===== src/sv/xml_entity_unescape_core_macros.svh =====
// Assertion macros shared by the entity decoder modules.
`ifndef XML_ENTITY_UNESCAPE_CORE_MACROS_SVH
`define XML_ENTITY_UNESCAPE_CORE_MACROS_SVH

`ifndef SYNTHESIS

`define XEU_ASSERT_NOW(label, ant, cons) \
    label: assert property (@(posedge i_clk) disable iff (!i_rst_n) (ant) |-> (cons)) \
        else $error("entity decoder check failed");

`define XEU_ASSERT_NEXT(label, ant, cons) \
    label: assert property (@(posedge i_clk) disable iff (!i_rst_n) (ant) |=> (cons)) \
        else $error("entity decoder check failed");

`else

`define XEU_ASSERT_NOW(label, ant, cons)

`define XEU_ASSERT_NEXT(label, ant, cons)

`endif

`endif


===== src/sv/xeu_pkg.sv =====
// Types, entity pattern tables and helpers for the entity decoder.
package xeu_pkg;

    typedef logic [7:0] t_byte;

    localparam int    PatCount = 5;
    localparam t_byte AmpMark  = 8'h26;

    // Pattern order: lt, gt, amp, apos, quot; padded to eight positions.
    localparam t_byte PAT_TEXT [PatCount][8] = '{
        '{8'h6c, 8'h74, 8'h3b, 8'h00, 8'h00, 8'h00, 8'h00, 8'h00},
        '{8'h67, 8'h74, 8'h3b, 8'h00, 8'h00, 8'h00, 8'h00, 8'h00},
        '{8'h61, 8'h6d, 8'h70, 8'h3b, 8'h00, 8'h00, 8'h00, 8'h00},
        '{8'h61, 8'h70, 8'h6f, 8'h73, 8'h3b, 8'h00, 8'h00, 8'h00},
        '{8'h71, 8'h75, 8'h6f, 8'h74, 8'h3b, 8'h00, 8'h00, 8'h00}
    };
    localparam logic [2:0] PAT_LEN [PatCount] = '{3'd3, 3'd3, 3'd4, 3'd5, 3'd5};
    localparam t_byte PAT_CHAR [PatCount] = '{8'h3c, 8'h3e, 8'h26, 8'h27, 8'h22};

    typedef struct packed {
        logic  valid;
        t_byte out_char;
        logic  status;
        logic  end_of_string;
    } t_result;

    function automatic t_byte fold_case(input t_byte c);
        t_byte r;
        r = c;
        if (c >= 8'h41 && c <= 8'h5a) begin
            r = c + 8'd32;
        end
        return r;
    endfunction

endpackage


===== src/sv/xeu_decode.sv =====
// Entity match state and per-character decode step.
`include "xml_entity_unescape_core_macros.svh"

module xeu_decode (
    input  logic             i_clk,
    input  logic             i_rst_n,
    input  logic             i_step,
    input  xeu_pkg::t_byte   i_char,
    input  logic             i_end,
    output xeu_pkg::t_result o_result
);

    logic       r_in_entity;
    logic [4:0] r_alive;
    logic [2:0] r_pos;
    logic       r_rejected;

    logic       n_in_entity;
    logic [4:0] n_alive;
    logic [2:0] n_pos;
    logic       n_rejected;

    xeu_pkg::t_byte lc;
    xeu_pkg::t_byte ch;
    logic [4:0]     hit;
    logic           have;
    logic           bad;

    always_comb begin
        lc   = xeu_pkg::fold_case(i_char);
        hit  = '0;
        have = 1'b0;
        ch   = '0;
        for (int i = 0; i < xeu_pkg::PatCount; i++) begin
            hit[i] = r_alive[i] && (r_pos < xeu_pkg::PAT_LEN[i]) &&
                     (xeu_pkg::PAT_TEXT[i][r_pos] == lc);
        end

        n_in_entity = r_in_entity;
        n_alive     = r_alive;
        n_pos       = r_pos;
        n_rejected  = r_rejected;

        if (!r_rejected) begin
            if (r_in_entity) begin
                for (int i = 0; i < xeu_pkg::PatCount; i++) begin
                    if (hit[i] && ({1'b0, r_pos} + 4'd1 == {1'b0, xeu_pkg::PAT_LEN[i]})) begin
                        have = 1'b1;
                        ch   = xeu_pkg::PAT_CHAR[i];
                    end
                end
                if (have) begin
                    n_in_entity = 1'b0;
                    n_alive     = '0;
                    n_pos       = '0;
                end else if (hit == '0) begin
                    n_rejected  = 1'b1;
                    n_in_entity = 1'b0;
                    n_alive     = '0;
                    n_pos       = '0;
                end else begin
                    n_alive = hit;
                    n_pos   = r_pos + 3'd1;
                end
            end else if (i_char == xeu_pkg::AmpMark) begin
                n_in_entity = 1'b1;
                n_alive     = '1;
                n_pos       = '0;
            end else begin
                have = 1'b1;
                ch   = i_char;
            end
        end

        bad = n_rejected || n_in_entity;

        o_result.valid         = have || i_end;
        o_result.out_char      = (i_end && bad) ? 8'h00 : ch;
        o_result.status        = i_end && bad;
        o_result.end_of_string = i_end;
    end

    always_ff @(posedge i_clk) begin
        if (!i_rst_n) begin
            r_in_entity <= 1'b0;
            r_alive     <= '0;
            r_pos       <= '0;
            r_rejected  <= 1'b0;
        end else if (i_step) begin
            // return to the clean state at the end of every string
            if (i_end) begin
                r_in_entity <= 1'b0;
                r_alive     <= '0;
                r_pos       <= '0;
                r_rejected  <= 1'b0;
            end else begin
                r_in_entity <= n_in_entity;
                r_alive     <= n_alive;
                r_pos       <= n_pos;
                r_rejected  <= n_rejected;
            end
        end
    end

    `XEU_ASSERT_NOW(a_reject_leaves_entity, r_rejected, !r_in_entity)
    `XEU_ASSERT_NOW(a_entity_has_live_pattern, r_in_entity, r_alive != 5'd0)
    `XEU_ASSERT_NOW(a_idle_match_clear, !r_in_entity, r_alive == 5'd0 && r_pos == 3'd0)

endmodule


===== src/sv/xml_entity_unescape_core.sv =====
// Top level: streaming decoder for the five predefined XML entities.
// An accepted character is held in the input register; its result is then registered in the output register.
// Throughput: one character per cycle; with both registers full the output stall reaches o_stall.
// Each character gives zero or one result; the last character of a string always gives one.
// Reset (synchronous, active low) clears the valid flags and the entity match state.
`include "xml_entity_unescape_core_macros.svh"

module xml_entity_unescape_core (
    input  logic       i_clk,
    input  logic       i_rst_n,
    input  logic       i_valid,
    output logic       o_stall,
    input  logic [7:0] i_in_char,
    input  logic       i_is_end,
    output logic       o_valid,
    input  logic       i_stall,
    output logic [7:0] o_out_char,
    output logic       o_status,
    output logic       o_end_of_string
);

    logic           r_in_valid;
    xeu_pkg::t_byte r_in_char;
    logic           r_in_end;

    logic           r_out_valid;
    xeu_pkg::t_byte r_out_char;
    logic           r_out_status;
    logic           r_out_end;

    logic             out_free;
    logic             step;
    xeu_pkg::t_result res;

    assign out_free = !r_out_valid || !i_stall;
    assign step     = r_in_valid && out_free;
    assign o_stall  = r_in_valid && !out_free;

    xeu_decode u_decode (
        .i_clk    (i_clk),
        .i_rst_n  (i_rst_n),
        .i_step   (step),
        .i_char   (r_in_char),
        .i_end    (r_in_end),
        .o_result (res)
    );

    always_ff @(posedge i_clk) begin
        if (!i_rst_n) begin
            r_in_valid <= 1'b0;
        end else if (!o_stall) begin
            r_in_valid <= i_valid;
        end
    end

    always_ff @(posedge i_clk) begin
        if (i_valid && !o_stall) begin
            r_in_char <= i_in_char;
            r_in_end  <= i_is_end;
        end
    end

    always_ff @(posedge i_clk) begin
        if (!i_rst_n) begin
            r_out_valid <= 1'b0;
        end else if (out_free) begin
            r_out_valid <= step && res.valid;
        end
    end

    // hold the payload while a result waits for its transfer
    always_ff @(posedge i_clk) begin
        if (step && res.valid) begin
            r_out_char   <= res.out_char;
            r_out_status <= res.status;
            r_out_end    <= res.end_of_string;
        end
    end

    assign o_valid         = r_out_valid;
    assign o_out_char      = r_out_char;
    assign o_status        = r_out_status;
    assign o_end_of_string = r_out_end;

    `XEU_ASSERT_NOW(a_reject_has_no_char, o_valid && o_status, o_out_char == 8'h00)
    `XEU_ASSERT_NOW(a_reject_only_at_end, o_valid && o_status, o_end_of_string)
    `XEU_ASSERT_NEXT(a_end_gives_result, step && r_in_end, r_out_valid && r_out_end)

endmodule


===== config.mk =====
export PLATFORM = sky130hd
export DESIGN_NAME = xml_entity_unescape_core
export DESIGN_NICKNAME = d
export VERILOG_FILES = /design/src/sv/xeu_pkg.sv /design/src/sv/xeu_decode.sv /design/src/sv/xml_entity_unescape_core.sv
export VERILOG_INCLUDE_DIRS = /design/src /design/src/sv
export SDC_FILE = /design/constraint.sdc
export NUM_CORES = 1
export LEC_CHECK = 0
export ABC_CLOCK_PERIOD_IN_PS = 4500
export BUFFER_PORTS_ARGS = -buffer_cell sky130_fd_sc_hd__buf_2
export CORE_UTILIZATION = 45
export CTS_BUF_LIST = sky130_fd_sc_hd__clkbuf_8
export DETAILED_ROUTE_END_ITERATION = 16
export GPL_ROUTABILITY_DRIVEN = 0
export PLACE_DENSITY = 0.68
export SETUP_SLACK_MARGIN = 0.05
export SYNTH_ARGS = -nofsm -noshare
export SYNTH_HDL_FRONTEND = slang
export SYNTH_SLANG_ARGS = --single-unit

===== constraint.sdc =====
create_clock -name i_clk -period 4.5 [get_ports i_clk]
set_input_delay 0.225 -clock i_clk [delete_from_list [all_inputs] [get_ports i_clk]]
set_output_delay 0.225 -clock i_clk [all_outputs]
set_load 0.02 [all_outputs]

; ---- Word-level counts from Yosys, hierarchy flattened
; Memories as Yosys holds them, arrays and structs flattened.
; Cells that the tools add are included.
[word_totals]
ramBits = 0
n_memories = 5
inputBits = 13
romBits = 320
regBits = 31
latchBits = 0
[classes]
n_shift = 0
multipliers = 0
add_sub_neg = 3
magnitude_cmp = 6
eq_ne = 10
muxes = 51
bitwise = 1
reduce_logical = 32
div = 0
[mem_list]
columns = memory, words, word_bits, rd, rd_clocked_by_memory_dff, wr, line_no
row1 = (no name shown), 8, 8, 1, 0, 0, xeu_decode.sv:36  ; (xeu_pkg::PAT_TEXT[i][r_pos] == lc);
row2 = (no name shown), 8, 8, 1, 0, 0, xeu_decode.sv:36
row3 = (no name shown), 8, 8, 1, 0, 0, xeu_decode.sv:36
row4 = (no name shown), 8, 8, 1, 0, 0, xeu_decode.sv:36
row5 = (no name shown), 8, 8, 1, 0, 0, xeu_decode.sv:36
[op_table]
columns = op, n
row1 = $mux 8, 13
row2 = $eq 8x8->1, 5
row3 = $mux 5, 6
row4 = $mux 6, 5
row5 = $logic_and 1x1->1, 21
row6 = $mux 1, 21
row7 = $mux 3, 6
row8 = $add 8x6->8 const B, 1
row9 = $eq 4x3->1 const B, 2
row10 = $eq 8x6->1 const B, 1
row11 = $ge 8x7->1 const B, 1
row12 = $le 8x7->1 const B, 1
row13 = $lt 3x3->1 const B, 2
row14 = $logic_not 5->1, 1
row15 = $add 3x1->4 const B, 1
row16 = $eq 4x2->1 const B, 1
row17 = $ge 4x4->1 const B, 1
row18 = $logic_not 1->1, 4
row19 = $not 3->4, 1
row20 = $add 3x1->3 const B, 1
row21 = $logic_or 1x1->1, 3
row22 = $lt 3x2->1 const B, 1
row23 = $reduce_and 3->1, 1
row24 = $reduce_bool 3->1, 1
row25 = other kinds (2), 2

; ---- Logic depth before layout (Yosys ltp)
[logic_depth]
depth_word = 20
depth_mapped = 12
ltp_nobuf = 11

; ---- Cells and area by module
; Synthesis repeated with hierarchy kept, for this count alone.
[unflattened]
cells_unflattened = 248
area_unflattened_um2 = 2235.9
[modules_own_cells]
columns = module, area_each_um2, instances, cells_each
row1 = xeu_decode, 1574.0, 1, 219
row2 = xml_entity_unescape_core, 661.9, 1, 29

; ---- Least setup slack after synthesis
; Ideal clock, no wire load.
[synth_path]
path_type = flip-flop to flip-flop
startpoint = register u_decode.r_pos[0]
endpoint = register r_out_end, in the netlist o_end_of_string, enable pin
n_path_buf = 2
setup_ns = 0.380
t_arrival_ns = 3.229
period_less_slack_ns = 3.609
path_stages_with_launch = 12
slack_ns = 0.891
cell_sequence = dfxtp_1 > clkbuf_1 > inv_1 > ha_1 > buf_2 > nor2b_1 > a2111oi_0 > o311ai_2 > o221a_2 > nor4_1 > o41ai_2 > a21oi_1
[synth_via]
elab_chain_len = 18
elab_cells_between_ends = 54
[synth_lines]
columns = element, line_no
row1 = from (decl), xeu_decode.sv:15  ; logic [2:0] r_pos;
row2 = from (signal assigned), xeu_decode.sv:99  ; r_pos <= n_pos;
row3 = $not 3->4 (not written as such), xeu_decode.sv:36
row4 = $mem_v2 8x8, -
row5 = $mux 8 (not written as such) (2 in a row), xeu_decode.sv:36
row6 = $eq 8x8->1, xeu_decode.sv:36
row7 = $logic_and 1x1->1, xeu_decode.sv:35  ; hit[i] = r_alive[i] && (r_pos < xeu_pkg::PAT_LEN[i]) &&
row8 = $logic_and 1x1->1, xeu_decode.sv:47  ; if (hit[i] && ({1'b0, r_pos} + 4'd1 == {1'b0, xeu_pkg::PAT_LEN[i]})) begin
row9 = $mux 1 (4 in a row), xeu_decode.sv:47
row10 = $mux 1 (*), xeu_decode.sv:47
row11 = $mux 1 (*), xeu_decode.sv:45  ; if (r_in_entity) begin
row12 = $mux 1 (*), xeu_decode.sv:44  ; if (!r_rejected) begin
row13 = $mux 1 (*), xeu_decode.sv:45
row14 = $mux 1 (*), xeu_decode.sv:44
row15 = $logic_or 1x1->1 (*), xeu_decode.sv:77  ; o_result.valid = have || i_end;
row16 = $logic_and 1x1->1 (*), xml_entity_unescape_core.sv:73  ; if (step && res.valid) begin
row17 = to (signal assigned), xml_entity_unescape_core.sv:76  ; r_out_end <= res.end_of_string;
row18 = to (decl), xml_entity_unescape_core.sv:29  ; logic r_out_end;
; Every way passes the cells marked *; elsewhere a longest branch is shown, timed or not. The select of a mux whose other input is x is not followed.
; A chain may end at the register's enable or synchronous reset.

; ---- Worst setup path after layout
[layout_path]
startpoint = register u_decode.r_pos[1]
endpoint = register r_out_char[4], in the netlist o_out_char[4], enable pin
[layout_via]
elab_chain_len = 18
elab_cells_between_ends = 54
[layout_lines]
columns = element, line_no
row1 = $not 3->4 (not written as such), xeu_decode.sv:36
row2 = $mem_v2 8x8, -
row3 = $mux 8 (not written as such) (2 in a row), xeu_decode.sv:36
row4 = $eq 8x8->1, xeu_decode.sv:36
row5 = $logic_and 1x1->1, xeu_decode.sv:35
row6 = $logic_and 1x1->1, xeu_decode.sv:47
row7 = $mux 1 (4 in a row), xeu_decode.sv:47
row8 = $mux 1 (*), xeu_decode.sv:47
row9 = $mux 1 (*), xeu_decode.sv:45
row10 = $mux 1 (*), xeu_decode.sv:44
row11 = $mux 1 (*), xeu_decode.sv:45
row12 = $mux 1 (*), xeu_decode.sv:44
row13 = $logic_or 1x1->1 (*), xeu_decode.sv:77
row14 = $logic_and 1x1->1 (*), xml_entity_unescape_core.sv:73
row15 = to (signal assigned), xml_entity_unescape_core.sv:74  ; r_out_char <= res.out_char;
row16 = to (decl), xml_entity_unescape_core.sv:27  ; xeu_pkg::t_byte r_out_char;
; Marks and branches as above.

==> results_dict.tcl <==
set metrics [dict create \
    status "complete, no violations" \
    max_stage_delay_ns 0.67 \
    syn2layout_area_growth_pct 6.906 \
    max_freq_mhz 266.5 \
    drv_cap 0 \
    holdPathEnd "r_in_char[5]" \
    start_util 0.4709 \
    grt_max_degree 21 \
    critPathTopFamily "compound AO/OA/AOI/OAI gates" \
    fin_skew_ns 0.004085 \
    ys_async_sr_fraction 0 \
    avgSynthCellArea_um2 9.058 \
    syn_area_um2 2609 \
    ctsHoldBuffers 0 \
    timing.rr.end "o_out_char[4]" \
    postCtsSetupBuffers 0 \
    drtIter0Drc 261 \
    worstSetupPathType "flop to flop" \
    pwr_density_cell_nw_per_um2 248.6 \
    track_usage 0.2257 \
    cts_resized 0 \
    final_layout_size_suffix_gt1_frac 0.2039 \
    clock_latency_ns 0.28 \
    fillers 518 \
    vias_per_cell 6.125 \
    slew_violations 0 \
    hold_depth 1 \
    layout.area.seq_um2 810.8 \
    cp.depth 9 \
    overflow 0 \
    fin_crit_sh 0.8338 \
    timing.slew.headroom 0.4959 \
    placed_area_um2 2683 \
    io_pins 25 \
    rsz0062_at_grt "no" \
    die_h_um 78.14 \
    worst_pin_slew_ns 0.7512 \
    multiInputGateArea_um2 1590 \
    ys_seq_elements 31 \
    drc 0 \
    r2r_setup_slack_ns 0.75 \
    place_hpwl_um 4658 \
    ys_warn_count 0 \
    cp.required_ns 4.49 \
    portBuffers 24 \
    grt_pass1_wl_um 10610 \
    crit_path_end_kind "flop" \
    htree_levels 2 \
    cp_data_arrival_time_ns 3.74 \
    rows 27 \
    core-area_um2 5540 \
    hold_path.startpoint "i_in_char[5]" \
    wl_um 6385 \
    cts_buffers 5 \
    hp-class "input pin to flop" \
    wl_per_cell_um 16.98 \
    hold_viol 0 \
    startpoint_type "flop" \
    r2r_cells 9 \
    grt_antenna_before_repair 0 \
    clk_pin_slew_ns 0.07 \
    vias 2303 \
    crit_chain "ha_1 > nand2b_1 > a2111oi_0 > o311ai_2 > o221a_2 > nor4_1 > o41ai_2 > a21oi_1 > buf_4" \
    grt_pass1_vias 2232 \
    ys_seq_area_frac 0.3108 \
    finalSetupViolations 0 \
    synth_nets 311 \
    slowest_stage "dfxtp_1" \
    post-route-cell-area_um2 2789 \
    critPathMaxFanout 17 \
    dr.pass1.iters 5 \
    cts_sinks 31 \
    nNetsFinal 326 \
    min_period_ns 3.752 \
    diodes 0 \
    ant_nets 0 \
    finalSetupTns_ns 0 \
    ir_drop_mv 0.2313 \
    synth_edf_count 19 \
    clockBufferDepth 2 \
    die_area_um2 6106 \
    ys_types 75 \
    ys_dominant_reg_cell "edfxtp_1" \
    cts_root_buffer "clkbuf_8" \
    die_w_um 78.14 \
    cts_tree "built" \
    power.leakage_nw 0.9678 \
    timing.rr.start "u_decode.r_pos[1]" \
    worst-path-buf-inv 1 \
    synthCells 288 \
]
==> cell families after synthesis <==
group | Yosys count | share of synthesized area
compound gates | 78 | 0.2264
mux | 4 | 0.01535
xor+xnor | 16 | 0.05372
simple gates | 116 | 0.2662
flops | 31 | 0.3108
fa+ha+maj | 10 | 0.04796
buf+inv | 33 | 0.07961
==> area by class of cell <==
class                   count  area share
repair buffers             26     0.04845
clock inverters             3     0.01346
multi-input cells         224      0.5702
inverters                  15     0.02019
well taps                  72     0.03230
clock buffers               5     0.02467
flip-flops and latches     31      0.2907
==> through the flow <==
stage	util	setup slack, ns	cells	total power, mW	hold slack [ns]
2_1_floorplan	-	0.8912	288	0.4087	0.3239
3_3_place_gp	0.4842	0.9868	368	0.4296	0.4025
3_5_place_dp	0.4842	0.7881	368	0.4313	0.4033
4_1_cts	0.5034	0.7620	376	0.6964	0.1083
5_1_grt	0.5034	0.4669	376	0.7201	0.1009
6_report	0.5034	0.7481	376	0.6934	0.1146
==> registers in the layout, summed over array words and instances (netlist names), 3 cells and up <==
| name | flops |
|---|---|
| o_out_char | 8 |
| u_decode.r_alive | 5 |
| u_decode.r_pos | 3 |
| r_in_char | 8 |
==> placed cells by master, fill, tap and decap left out, types with 3 or more instances in the layout <==
master	instances
a21oi_1	19
and2_1	4
and3_1	4
buf_2	24
clkbuf_8	5
dfxtp_1	12
edfxtp_1	19
ha_1	10
inv_1	14
mux2i_1	4
nand2_1	26
nand2b_1	4
nand3_1	9
nand4_1	3
nand4b_1	5
nor2_1	13
nor2b_1	6
nor3_1	12
nor4_1	6
nor4_2	3
o211ai_1	4
o21ai_0	9
o21ai_1	4
o22ai_1	5
o32ai_1	3
or2_2	4
xnor2_1	10
xor2_1	6
==> Yosys cell counts, drive strengths merged (5+ instances only) <==
cell | instances | area share
clkbuf | 6 | 0.012
a21oi | 20 | 0.043
nor2b | 6 | 0.014
o21ai | 13 | 0.025
and2 | 5 | 0.012
o22ai | 6 | 0.017
ha | 10 | 0.048
edfxtp | 19 | 0.22
dfxtp | 12 | 0.092
inv | 13 | 0.019
xnor2 | 10 | 0.034
xor2 | 6 | 0.020
nand3 | 9 | 0.017
nand4b | 5 | 0.017
nor3 | 13 | 0.027
or2 | 5 | 0.012
nor2 | 14 | 0.023
nor4 | 11 | 0.045
buf | 11 | 0.033
nand2 | 26 | 0.037
==> report_power, final <==
part	switching, mW	total (mW)	internal, mW
sequential	0.0194	0.333	0.313
clock	0.105	0.266	0.161
combinational	0.0561	0.0945	0.0384
==> routing by layer <==
| metal | track usage | vias up | wire, µm |
|---|---|---|---|
| met3 | 0.04651 | 17 | 485 |
| li1 | - | 1106 | - |
| met1 | 0.2765 | 1076 | 2645 |
| met2 | 0.3684 | 104 | 3039 |
| met4 | 0.1259 | 0 | 214 |
| met5 | 0 | - | 0 |
==> worst max path at each step <==
stage	to	from
6_report	o_out_char[4]	u_decode.r_pos[1]
5_1_grt	o_out_char[6]	u_decode.r_pos[1]
4_1_cts	o_out_char[4]	u_decode.r_pos[1]
3_5_place_dp	o_out_char[4]	u_decode.r_pos[1]
3_3_place_gp	o_out_char[0]	u_decode.r_pos[1]
2_1_floorplan	o_end_of_string	u_decode.r_pos[0]
==> worst register-to-register path, delay by kind of cell, from the launching register on <==
family          cells  cell delay, ns
fa+ha+maj           1            0.48
simple gates        2            0.72
compound gates      5            1.39
flops               1            0.67
buf+inv             1            0.21
Power figures use the tool's default switching activity.
